===== config.mk =====
export PLATFORM = sky130hd
export DESIGN_NAME = cache_victim_selector_core
export DESIGN_NICKNAME = d
export VERILOG_FILES = /design/src/cvs_pkg.sv /design/src/cvs_ram.sv /design/src/cvs_ctrl.sv /design/src/cvs_datapath.sv /design/src/cache_victim_selector_core.sv
export SDC_FILE = /design/constraint.sdc
export NUM_CORES = 1
export LEC_CHECK = 0
export ABC_AREA = 1
export CAP_MARGIN = 20
export CORE_MARGIN = 2
export CORE_UTILIZATION = 39
export CTS_CLUSTER_DIAMETER = 40
export DETAILED_ROUTE_END_ITERATION = 10
export DONT_BUFFER_PORTS = 1
export SKIP_CTS_REPAIR_TIMING = 1
export SLEW_MARGIN = 30
export SYNTH_ARGS = -nofsm -noshare
export SYNTH_HDL_FRONTEND = slang
export SYNTH_SLANG_ARGS = --single-unit
export TNS_END_PERCENT = 5

===== constraint.sdc =====
create_clock -name clk -period 4.4 [get_ports clk]
set_clock_uncertainty 0.05 [all_clocks]
set_input_delay 0.88 -clock clk [delete_from_list [all_inputs] [get_ports clk]]
set_output_delay 0.88 -clock clk [all_outputs]
set_load 0.02 [all_outputs]

===== src/cvs_pkg.sv =====
// Shared types, codes and constants of the cache victim selector.
package cvs_pkg;

	localparam int ENTRIES_DEFAULT = 16;

	localparam int OP_W     = 3;
	localparam int IDX_W    = 4;
	localparam int LEN_W    = 16;
	localparam int HIT_W    = 8;
	localparam int STATUS_W = 2;
	localparam int COUNT_W  = 5;
	localparam int MAXL_W   = 5;
	localparam int CFG_W    = 5;

	localparam int S_TDATA_W = 24;
	localparam int M_TDATA_W = 16;

	localparam logic [HIT_W-1:0]  HIT_LIMIT    = 8'd100;
	localparam logic [HIT_W-1:0]  HIT_MAX      = 8'hFF;
	localparam logic [MAXL_W-1:0] MAXL_RESET   = 5'd16;

	// register indexes of the configuration port
	localparam logic CFG_MAX_LOADED  = 1'b0;
	localparam logic CFG_STATIC_MODE = 1'b1;

	typedef enum logic [OP_W-1:0] {
		OP_TOUCH   = 3'd0,
		OP_DIRTY   = 3'd1,
		OP_CLEAN   = 3'd2,
		OP_LOAD    = 3'd3,
		OP_RELEASE = 3'd4,
		OP_FIND    = 3'd5
	} cvs_op_t;

	typedef enum logic [STATUS_W-1:0] {
		ST_DONE    = 2'd0,
		ST_EVICT   = 2'd1,
		ST_REFUSED = 2'd2,
		ST_NONE    = 2'd3
	} cvs_status_t;

	typedef enum logic [1:0] {
		S_IDLE,
		S_ACCESS,
		S_SCAN,
		S_FINISH
	} cvs_state_t;

	// controller -> datapath
	typedef struct packed {
		logic capture;
		logic scan_init;
		logic scan_run;
		logic finish;
	} cvs_cmd_t;

	// datapath -> controller
	typedef struct packed {
		logic need_scan;
		logic scan_done;
	} cvs_sts_t;

endpackage


===== src/cvs_ram.sv =====
// Generic single-write, single-read RAM with registered read data.
module cvs_ram #(
	parameter int WIDTH = 8,
	parameter int DEPTH = 16
) (
	input  logic                     clk,
	input  logic                     we,
	input  logic [$clog2(DEPTH)-1:0] waddr,
	input  logic [WIDTH-1:0]         wdata,
	input  logic [$clog2(DEPTH)-1:0] raddr,
	output logic [WIDTH-1:0]         rdata
);

	logic [WIDTH-1:0] mem [DEPTH];

	always_ff @(posedge clk) begin
		if (we) begin
			mem[waddr] <= wdata;
		end
		rdata <= mem[raddr];
	end

endmodule


===== src/cvs_ctrl.sv =====
// Control state machine of the victim selector: sequencing and output valid.
module cvs_ctrl
	import cvs_pkg::*;
(
	input  logic       clk,
	input  logic       arst_n,
	input  logic       s_tvalid,
	output logic       s_tready,
	output logic       m_tvalid,
	input  logic       m_tready,
	output cvs_cmd_t   cmd,
	input  cvs_sts_t   sts
);

	cvs_state_t state_q, state_nxt;
	logic       out_valid_q;
	logic       out_free;

	assign out_free = !out_valid_q || m_tready;
	assign m_tvalid = out_valid_q;

	always_ff @(posedge clk or negedge arst_n) begin
		if (!arst_n) begin
			state_q     <= S_IDLE;
			out_valid_q <= 1'b0;
		end else begin
			state_q     <= state_nxt;
			out_valid_q <= cmd.finish || (out_valid_q && !m_tready);
		end
	end

	always_comb begin
		state_nxt = state_q;
		cmd       = '0;
		s_tready  = 1'b0;
		case (state_q)
			S_IDLE: begin
				s_tready = 1'b1;
				if (s_tvalid) begin
					cmd.capture = 1'b1;
					state_nxt   = S_ACCESS;
				end
			end
			S_ACCESS: begin
				if (sts.need_scan) begin
					cmd.scan_init = 1'b1;
					state_nxt     = S_SCAN;
				end else begin
					state_nxt = S_FINISH;
				end
			end
			S_SCAN: begin
				cmd.scan_run = 1'b1;
				if (sts.scan_done) begin
					state_nxt = S_FINISH;
				end
			end
			S_FINISH: begin
				if (out_free) begin
					cmd.finish = 1'b1;
					state_nxt  = S_IDLE;
				end
			end
			default: begin
				state_nxt = S_IDLE;
			end
		endcase
	end

`ifndef NO_ASSERTIONS
	a_finish_room: assert property (@(posedge clk) disable iff (!arst_n)
		cmd.finish |-> (!out_valid_q || m_tready))
		else $error("result written over an untaken result");
	a_finish_valid: assert property (@(posedge clk) disable iff (!arst_n)
		cmd.finish |=> m_tvalid)
		else $error("finished request left no result");
	a_one_at_a_time: assert property (@(posedge clk) disable iff (!arst_n)
		(s_tvalid && s_tready) |=> !s_tready)
		else $error("second request taken while one is in work");
	a_scan_holds: assert property (@(posedge clk) disable iff (!arst_n)
		(state_q == S_SCAN && !sts.scan_done) |=> (state_q == S_SCAN))
		else $error("scan left before the last entry");
`endif

endmodule


===== src/cvs_datapath.sv =====
// Datapath: entry table, tiered victim scan, loaded count and result register.
module cvs_datapath
	import cvs_pkg::*;
#(
	parameter int ENTRIES = ENTRIES_DEFAULT
) (
	input  logic                 clk,
	input  logic                 arst_n,
	input  cvs_cmd_t             cmd,
	output cvs_sts_t             sts,
	input  logic [S_TDATA_W-1:0] s_tdata,
	output logic [M_TDATA_W-1:0] m_tdata,
	input  logic                 cfg_we,
	input  logic                 cfg_index,
	input  logic [CFG_W-1:0]     cfg_wdata
);

	localparam int IW   = $clog2(ENTRIES);
	localparam int CW   = $clog2(ENTRIES + 1);
	localparam int EW   = (IW > IDX_W) ? IW : IDX_W;
	localparam int KW   = (CW > COUNT_W) ? CW : COUNT_W;
	localparam int RW   = LEN_W + HIT_W;

	// request fields
	logic [OP_W-1:0]  op_q;
	logic [IDX_W-1:0] idx_q;
	logic [LEN_W-1:0] len_q;

	// configuration
	logic [MAXL_W-1:0] max_loaded_q;
	logic              static_q;

	// per-entry flags
	logic [ENTRIES-1:0] loaded_q;
	logic [ENTRIES-1:0] dirty_q;
	logic [ENTRIES-1:0] written_q;
	logic [CW-1:0]      count_q;

	// table RAM: {entry size, hit count}
	logic          ram_we;
	logic [IW-1:0] ram_waddr;
	logic [RW-1:0] ram_wdata;
	logic [IW-1:0] ram_raddr;
	logic [RW-1:0] ram_rdata;
	logic          rd_valid_s1;

	// scan
	logic [CW-1:0] scan_cnt_q;
	logic          scan_issue;
	logic          scan_vld_s1;
	logic [IW-1:0] scan_idx_s1;

	logic              f1_q, f2_q, f3_q;
	logic [HIT_W-1:0]  m1_q, m2_q, m3_q;
	logic [IW-1:0]     c1_q, c2_q, c3_q;
	logic              r2_q, r3_q, d3_q;

	// decode
	logic [EW:0]       idx_ext;
	logic              idx_ok;
	logic [IW-1:0]     idx_addr;
	logic              grow;
	logic [LEN_W-1:0]  cur_size;
	logic [HIT_W-1:0]  cur_hit;
	logic              sc_ld, sc_dt, sc_ge;
	logic              up1, up2, up3;

	// finish actions
	logic              fl_loaded_we, fl_loaded_val;
	logic              fl_dirty_we, fl_dirty_val;
	logic [IW-1:0]     fl_addr;
	logic [CW-1:0]     count_nxt;
	cvs_status_t       res_status;
	logic [IW-1:0]     res_vidx;
	logic              res_wb, res_reuse;
	logic [EW-1:0]     vidx_ext;
	logic [KW-1:0]     count_ext;
	logic [IW-1:0]     sel_idx;
	logic [HIT_W-1:0]  sel_hit;
	logic              sel_wb, sel_reuse;

	assign idx_ext  = (EW + 1)'(idx_q);
	assign idx_ok   = idx_ext < (EW + 1)'(ENTRIES);
	assign idx_addr = idx_ext[IW-1:0];
	assign grow     = KW'(count_q) < KW'(max_loaded_q);

	assign sts.need_scan = (op_q == OP_FIND) && !grow;
	assign sts.scan_done = (scan_cnt_q == CW'(ENTRIES)) && !scan_vld_s1;

	assign scan_issue = cmd.scan_run && (scan_cnt_q != CW'(ENTRIES));
	assign ram_raddr  = cmd.scan_run ? scan_cnt_q[IW-1:0] : idx_addr;

	// a never-written entry reads as zero
	assign cur_size = rd_valid_s1 ? ram_rdata[RW-1:HIT_W] : '0;
	assign cur_hit  = rd_valid_s1 ? ram_rdata[HIT_W-1:0]  : '0;

	cvs_ram #(
		.WIDTH(RW),
		.DEPTH(ENTRIES)
	) u_table (
		.clk  (clk),
		.we   (ram_we),
		.waddr(ram_waddr),
		.wdata(ram_wdata),
		.raddr(ram_raddr),
		.rdata(ram_rdata)
	);

	always_ff @(posedge clk) begin
		rd_valid_s1 <= written_q[ram_raddr];
		scan_idx_s1 <= scan_cnt_q[IW-1:0];
		if (cmd.capture) begin
			op_q  <= s_tdata[OP_W-1:0];
			idx_q <= s_tdata[OP_W +: IDX_W];
			len_q <= s_tdata[OP_W+IDX_W +: LEN_W];
		end
	end

	// scan compare stage, one entry per cycle
	assign sc_ld = loaded_q[scan_idx_s1];
	assign sc_dt = dirty_q[scan_idx_s1];
	assign sc_ge = cur_size >= len_q;
	assign up1   = scan_vld_s1 && sc_ld && !sc_dt && sc_ge && (cur_hit < m1_q);
	assign up2   = scan_vld_s1 && sc_ld && !sc_dt && (cur_hit < m2_q);
	assign up3   = scan_vld_s1 && sc_ld && (cur_hit < m3_q);

	always_ff @(posedge clk or negedge arst_n) begin
		if (!arst_n) begin
			scan_cnt_q  <= '0;
			scan_vld_s1 <= 1'b0;
			f1_q        <= 1'b0;
			f2_q        <= 1'b0;
			f3_q        <= 1'b0;
		end else begin
			scan_vld_s1 <= scan_issue;
			if (cmd.scan_init) begin
				scan_cnt_q <= '0;
				f1_q       <= 1'b0;
				f2_q       <= 1'b0;
				f3_q       <= 1'b0;
			end else begin
				if (scan_issue) scan_cnt_q <= scan_cnt_q + CW'(1);
				if (up1) f1_q <= 1'b1;
				if (up2) f2_q <= 1'b1;
				if (up3) f3_q <= 1'b1;
			end
		end
	end

	always_ff @(posedge clk) begin
		if (cmd.scan_init) begin
			m1_q <= HIT_LIMIT;
			m2_q <= HIT_LIMIT;
			m3_q <= HIT_LIMIT;
		end else begin
			if (up1) begin
				m1_q <= cur_hit;
				c1_q <= scan_idx_s1;
			end
			if (up2) begin
				m2_q <= cur_hit;
				c2_q <= scan_idx_s1;
				r2_q <= sc_ge;
			end
			if (up3) begin
				m3_q <= cur_hit;
				c3_q <= scan_idx_s1;
				r3_q <= sc_ge;
				d3_q <= sc_dt;
			end
		end
	end

	// victim of the first tier that found one
	always_comb begin
		if (f1_q) begin
			sel_idx   = c1_q;
			sel_hit   = m1_q;
			sel_wb    = 1'b0;
			sel_reuse = 1'b1;
		end else if (f2_q) begin
			sel_idx   = c2_q;
			sel_hit   = m2_q;
			sel_wb    = 1'b0;
			sel_reuse = r2_q;
		end else begin
			sel_idx   = c3_q;
			sel_hit   = m3_q;
			sel_wb    = d3_q;
			sel_reuse = r3_q;
		end
	end

	always_comb begin
		ram_we        = 1'b0;
		ram_waddr     = idx_addr;
		ram_wdata     = {cur_size, cur_hit};
		fl_loaded_we  = 1'b0;
		fl_loaded_val = 1'b0;
		fl_dirty_we   = 1'b0;
		fl_dirty_val  = 1'b0;
		fl_addr       = idx_addr;
		count_nxt     = count_q;
		res_status    = ST_DONE;
		res_vidx      = '0;
		res_wb        = 1'b0;
		res_reuse     = 1'b0;
		case (op_q)
			OP_TOUCH: begin
				if (idx_ok) begin
					ram_we    = 1'b1;
					ram_wdata = {cur_size, (cur_hit < HIT_MAX) ? cur_hit + 8'd1 : cur_hit};
				end
			end
			OP_DIRTY: begin
				fl_dirty_we  = idx_ok;
				fl_dirty_val = 1'b1;
			end
			OP_CLEAN: begin
				fl_dirty_we = idx_ok;
			end
			OP_LOAD: begin
				if (idx_ok) begin
					ram_we        = 1'b1;
					ram_wdata     = {len_q, cur_hit};
					fl_loaded_we  = 1'b1;
					fl_loaded_val = 1'b1;
					fl_dirty_we   = 1'b1;
					count_nxt     = count_q + CW'(!loaded_q[idx_addr]);
				end
			end
			OP_RELEASE: begin
				if (idx_ok) begin
					ram_we       = 1'b1;
					ram_wdata    = {{LEN_W{1'b0}}, cur_hit};
					fl_loaded_we = 1'b1;
					fl_dirty_we  = 1'b1;
					count_nxt    = count_q - CW'(loaded_q[idx_addr]);
				end
			end
			OP_FIND: begin
				if (!grow) begin
					if (f1_q || f2_q || f3_q) begin
						res_vidx  = sel_idx;
						res_wb    = sel_wb;
						res_reuse = sel_reuse;
						if (static_q) begin
							res_status = ST_REFUSED;
						end else begin
							res_status   = ST_EVICT;
							ram_we       = 1'b1;
							ram_waddr    = sel_idx;
							ram_wdata    = {{LEN_W{1'b0}}, sel_hit};
							fl_addr      = sel_idx;
							fl_loaded_we = 1'b1;
							fl_dirty_we  = 1'b1;
							count_nxt    = count_q - CW'(1);
						end
					end else begin
						res_status = ST_NONE;
					end
				end
			end
			default: begin
				res_status = ST_DONE;
			end
		endcase
		if (!cmd.finish) begin
			ram_we       = 1'b0;
			fl_loaded_we = 1'b0;
			fl_dirty_we  = 1'b0;
		end
	end

	assign vidx_ext  = EW'(res_vidx);
	assign count_ext = KW'(count_nxt);

	always_ff @(posedge clk or negedge arst_n) begin
		if (!arst_n) begin
			loaded_q     <= '0;
			dirty_q      <= '0;
			written_q    <= '0;
			count_q      <= '0;
			max_loaded_q <= MAXL_RESET;
			static_q     <= 1'b0;
		end else begin
			if (cfg_we) begin
				case (cfg_index)
					CFG_MAX_LOADED:  max_loaded_q <= cfg_wdata[MAXL_W-1:0];
					CFG_STATIC_MODE: static_q     <= cfg_wdata[0];
					default:         static_q     <= static_q;
				endcase
			end
			if (fl_loaded_we) loaded_q[fl_addr] <= fl_loaded_val;
			if (fl_dirty_we)  dirty_q[fl_addr]  <= fl_dirty_val;
			if (ram_we)       written_q[ram_waddr] <= 1'b1;
			if (cmd.finish)   count_q <= count_nxt;
		end
	end

	always_ff @(posedge clk) begin
		if (cmd.finish) begin
			m_tdata <= {3'b000, count_ext[COUNT_W-1:0], res_reuse, res_wb,
				vidx_ext[IDX_W-1:0], res_status};
		end
	end

endmodule


===== src/cache_victim_selector_core.sv =====
// Top level of the cache victim selector: controller, datapath and ports.
//
// Requests come in on the s_ channel (operation, entry index, length); each
// request gives exactly one response on the m_ channel. Operations: touch,
// mark dirty, mark clean, load, release, find victim. Find victim grows while
// fewer than max_loaded entries are loaded, else picks the least-hit clean
// entry that fits, then the least-hit clean one, then the least-hit of all
// (hit count below 100, lowest index on ties), and unloads it unless
// static_mode is set.
// Table updates and a find that grows need no scan; a find that scans reads
// the table RAM at one entry per cycle through its single read port.
// One request is in work at a time, so a new one is taken only once the last
// has finished; s_tready is high while the block idles, also when a response
// still waits in the output register. If the receiver stalls, a finished
// request waits until the output register is free.
// Reset clears all flags, counts and the loaded count; max_loaded returns to
// 16 and static_mode to 0. No clearing pass: entries never written read as 0.
// Configuration writes (cfg_we) take effect at once; the user must see that
// they are made while idle, as the block does not enforce it.
module cache_victim_selector_core
	import cvs_pkg::*;
#(
	parameter int ENTRIES = ENTRIES_DEFAULT
) (
	input  logic                 clk,
	input  logic                 arst_n,
	input  logic                 s_tvalid,
	output logic                 s_tready,
	// [2:0] operation, [6:3] entry_index, [22:7] length, [23] zero
	input  logic [S_TDATA_W-1:0] s_tdata,
	output logic                 m_tvalid,
	input  logic                 m_tready,
	// [1:0] status, [5:2] victim_index, [6] victim_writeback,
	// [7] victim_reusable, [12:8] loaded_count, [15:13] zero
	output logic [M_TDATA_W-1:0] m_tdata,
	input  logic                 cfg_we,
	input  logic                 cfg_index,
	input  logic [CFG_W-1:0]     cfg_wdata
);

	cvs_cmd_t cmd;
	cvs_sts_t sts;

	cvs_ctrl u_ctrl (
		.clk     (clk),
		.arst_n  (arst_n),
		.s_tvalid(s_tvalid),
		.s_tready(s_tready),
		.m_tvalid(m_tvalid),
		.m_tready(m_tready),
		.cmd     (cmd),
		.sts     (sts)
	);

	// table, scan and response register
	cvs_datapath #(
		.ENTRIES(ENTRIES)
	) u_datapath (
		.clk      (clk),
		.arst_n   (arst_n),
		.cmd      (cmd),
		.sts      (sts),
		.s_tdata  (s_tdata),
		.m_tdata  (m_tdata),
		.cfg_we   (cfg_we),
		.cfg_index(cfg_index),
		.cfg_wdata(cfg_wdata)
	);

endmodule

==> flow_metrics.py <==
metrics = {
    "min_path": {
        "hp-class": "in -> async",
    },
    "clocking": {
        "cts_num_sinks": 559,
        "ctsHtreeMaxLevel": 3,
        "clock_path_buffers": 3,
        "numCtsBuffers": 87,
        "cts_root_buffer": "clkbuf_16",
        "clock_latency_ns": 0.63,
        "clk_pin_slew_ns": 0.05,
        "tritoncts": "done",
    },
    "floorplanning": {
        "initial_core_util_pct": 39.6,
        "die_x_um": 257,
        "dieArea_mm2": 0.0663,
        "num_rows": 92,
        "ios": 53,
        "coreArea_mm2": 0.0633,
        "die_y_um": 257,
    },
    "yosys": {
        "synth_top_area_share_pct": 52.2,
        "synth-main-ff-cell": "edfxtp_1",
        "synth_edf_count": 435,
        "seq_area_frac_synth_pct": 63.5,
        "synth_area_per_cell_um2": 10.5,
        "synth.cell_area_mm2": 0.0250,
        "ys_types": 45,
        "yosys-top-cells-area": "edfxtp_1, dfrtp_1, nand2_1, inv_1, dfxtp_1",
        "yosysWarnings": 0,
        "synth_seq_cells": 559,
        "async_reset_ff_share_pct": 12.7,
        "yosysTopAreaCell": "edfxtp_1",
        "syn_inst": 2385,
    },
    "job": {
        "maxCapViolCount": 0,
    },
    "timing": {
        "worstMarginPinSlew_ns": 0.989,
        "slew_violations": 0,
        "slew_headroom_pct": 33.6,
        "finalSetupViolCount": 0,
        "timing.final.crit_share_pct": 77.7,
        "fmax_mhz": 292,
        "rsz0062_at_grt": "false",
        "fin_tns_setup_ns": 0,
        "final_hold_viol_count": 0,
        "worst_hold_slack_ns": 0.0457,
        "fin_crit_ns": 3.42,
    },
    "grt": {
        "grt_pass1_vias": 16651,
        "grt_start_max_net_pins": 131,
        "grtUsageTotal_pct": 18.3,
        "grt_pass1_wl_um": 94000,
        "grt_overflow": 0,
        "antenna_found_initial": 0,
    },
    "power_and_ir_drop": {
        "power_frac_clock_pct": 33.6,
        "p_int_w": 0.0130,
        "ir_drop_uv": 433,
        "leakagePower_nw": 11.9,
        "seq_power_share_pct": 34.9,
        "pwr-share-comb_pct": 31.5,
        "power_density_mw_per_mm2": 698,
        "swShare_pct": 36.6,
        "total_power_w": 0.0205,
        "p_sw_w": 0.00752,
    },
    "critical_path": {
        "cp.arrival_ns": 3.67,
        "critPathLaunch": "u_datapath.count_q[2]",
        "worstSetupPathType": "reg -> reg",
        "r2r-start": "u_datapath.count_q[2]",
        "rr_endpoint": "u_datapath.u_table.mem[13][8]",
        "startpoint_type": "register",
        "cp_max_fo": 15,
        "crit_required_ns": 4.65,
        "ff2ff_setup_slack_ns": 0.98,
        "cp-endpoint": "u_datapath.u_table.mem[13][8]",
        "end_kind": "register",
        "reg2reg_depth": 14,
    },
    "placed_design": {
        "numPortBuffers": 0,
        "dp_hpwl_um": 34900,
        "gp_congestion": 0.896,
    },
    "layout": {
        "num_antenna_cells": 0,
        "drive_gt1_share_pct": 13.4,
        "finish.utilization_pct": 46.5,
        "fill_cells": 5781,
        "fin_nets": 2517,
        "area_growth_syn_to_layout_pct": 17.6,
    },
    "routing": {
        "routed_via_density": 5.09,
        "wirelength_um": 60200,
        "post_drt_wl_per_cell_um": 18.0,
        "post-route-drc-count": 0,
        "drtAntennaViolNets": 0,
        "drtIter0Drc": 1530,
        "drt-pass1-iter-count": 7,
        "vias": 17068,
    },
    "outcome": {
        "status": "finished, final reports clean",
    },
}
cell families (layout without fill, tap and decap cells):
| logic type | count (synthesis) | in the layout | share of synthesized area (%) |
|---|---|---|---|
| adder cells (fa/ha/maj) | 51 | 51 | 2.55 |
| AND/OR/NAND/NOR | 761 | 761 | 13.7 |
| buffers and inverters | 478 | 595 | 7.67 |
| other | 1 | 3 | 0.0150 |
| flip-flops | 559 | 559 | 63.5 |
| AO/OA/AOI/OAI | 535 | 535 | 12.6 |
worst max-delay path, stage by stage (launching register included):
cell	delay, ns
dfrtp_1	0.49
ha_1	0.38
nand2_1	0.07
inv_1	0.04
o21ai_2	0.14
nand3_2	0.13
nand2_2	0.22
buf_4	0.24
nand2_1	0.07
nand2_1	0.15
nand2_4	0.13
nor2_4	0.18
inv_2	0.08
nor2_4	0.45
buf_16	0.25
worst min path at each step:
stage / end / slack [ns] / cells past startpoint
6_report: u_datapath.max_loaded_q[4] / 0.05 / 0
5_1_grt: u_datapath.max_loaded_q[4] / 0.02 / 0
4_1_cts: u_datapath.loaded_q[14] / -0.13 / 0
3_5_place_dp: u_datapath.scan_idx_s1[1] / 0.38 / 0
3_3_place_gp: u_datapath.written_q[7] / 0.38 / 2
2_1_floorplan: u_datapath.scan_idx_s1[1] / 0.34 / 0
layout by cell type (no fill, tap or decap), drive strengths merged:
master | Yosys | final
a211oi | 1 | 1
a21boi | 2 | 2
a21o | 1 | 1
a21oi | 186 | 186
a221oi | 1 | 1
a311oi | 1 | 1
a31oi | 2 | 2
buf | 72 | 72
bufinv | 0 | 6
clkbuf | 45 | 102
clkinv | 0 | 22
clkinvlp | 0 | 9
conb | 1 | 3
dfrtp | 70 | 70
dfstp | 1 | 1
dfxtp | 53 | 53
edfxtp | 435 | 435
ha | 51 | 51
inv | 361 | 384
nand2 | 424 | 424
nand3 | 202 | 202
nand3b | 2 | 2
nand4 | 11 | 11
nor2 | 105 | 105
nor3 | 13 | 13
o211ai | 74 | 74
o21a | 1 | 1
o21ai | 214 | 214
o21bai | 8 | 8
o221ai | 25 | 25
o22ai | 16 | 16
o311ai | 1 | 1
o31ai | 2 | 2
or2 | 4 | 4
registers in the layout, summed over array words and instances (netlist names), 3 cells and up:
signal,count
u_datapath.c1_q,4
u_datapath.c2_q,4
u_datapath.c3_q,4
u_datapath.count_q,5
u_datapath.dirty_q,16
u_datapath.idx_addr,4
u_datapath.len_q,16
u_datapath.loaded_q,16
u_datapath.m1_q,8
u_datapath.m2_q,8
u_datapath.m3_q,8
u_datapath.m_tdata,13
u_datapath.max_loaded_q,5
u_datapath.op_q,3
u_datapath.scan_cnt_q,5
u_datapath.scan_idx_s1,4
u_datapath.u_table.mem,384
u_datapath.u_table.rdata,24
u_datapath.written_q,16
synthesized netlist by cell type, types with 8 or more instances:
cell and count:
clkbuf_1 45, o22ai_1 16, nand2_1 406, nand4_1 11, nor2_1 83, edfxtp_1 435, o21ai_2 9, nand3_1 198
o21ai_0 197, a21oi_1 184, inv_1 344, o21bai_2 8, nor2_4 18, nand2_4 9, buf_2 59, o221ai_1 25
ha_1 51, o211ai_1 74, nand2_2 9, dfxtp_1 53, nor3_1 13, dfrtp_1 70, inv_2 17
routing by layer:
| metal | global-route usage, % | vias to the layer above | routed length [µm] |
|---|---|---|---|
| li1 | - | 8324 | - |
| met5 | 0 | - | 0 |
| met4 | 5.92 | 0 | 1510 |
| met2 | 31.2 | 434 | 29400 |
| met3 | 2.74 | 104 | 2880 |
| met1 | 23.8 | 8206 | 26300 |
per-stage QoR:
stage	cells	cell area (µm²)	worst slack, ns
after floorplan	2387	25000	0.686
after global placement	3183	26300	0.777
final	3350	29400	0.980
after CTS	3349	29400	0.948
after global routing	3350	29400	0.720
after detailed placement	3187	26400	0.990
layout make-up:
type                       instances  area [µm²]  area share [%]
sequential                       559       15900            54.0
multi-input combinational       1350        7400            25.1
clock buffer                     102        2330            7.90
inverter                         361        1360            4.60
tap                              846        1060            3.59
timing repair buffer              72         726            2.46
clock inverter                    60         676            2.29
power by group through the flow:
stage / Combinational [W] / Clock [W] / Sequential [W]
2_1_floorplan: 0.00464 / 0 / 0.00711
3_3_place_gp: 0.00628 / 0 / 0.00725
3_5_place_dp: 0.00644 / 0 / 0.00727
4_1_cts: 0.00647 / 0.00702 / 0.00717
5_1_grt: 0.00735 / 0.00728 / 0.00722
6_report: 0.00648 / 0.00690 / 0.00717
(Power assumes the default switching activity.)
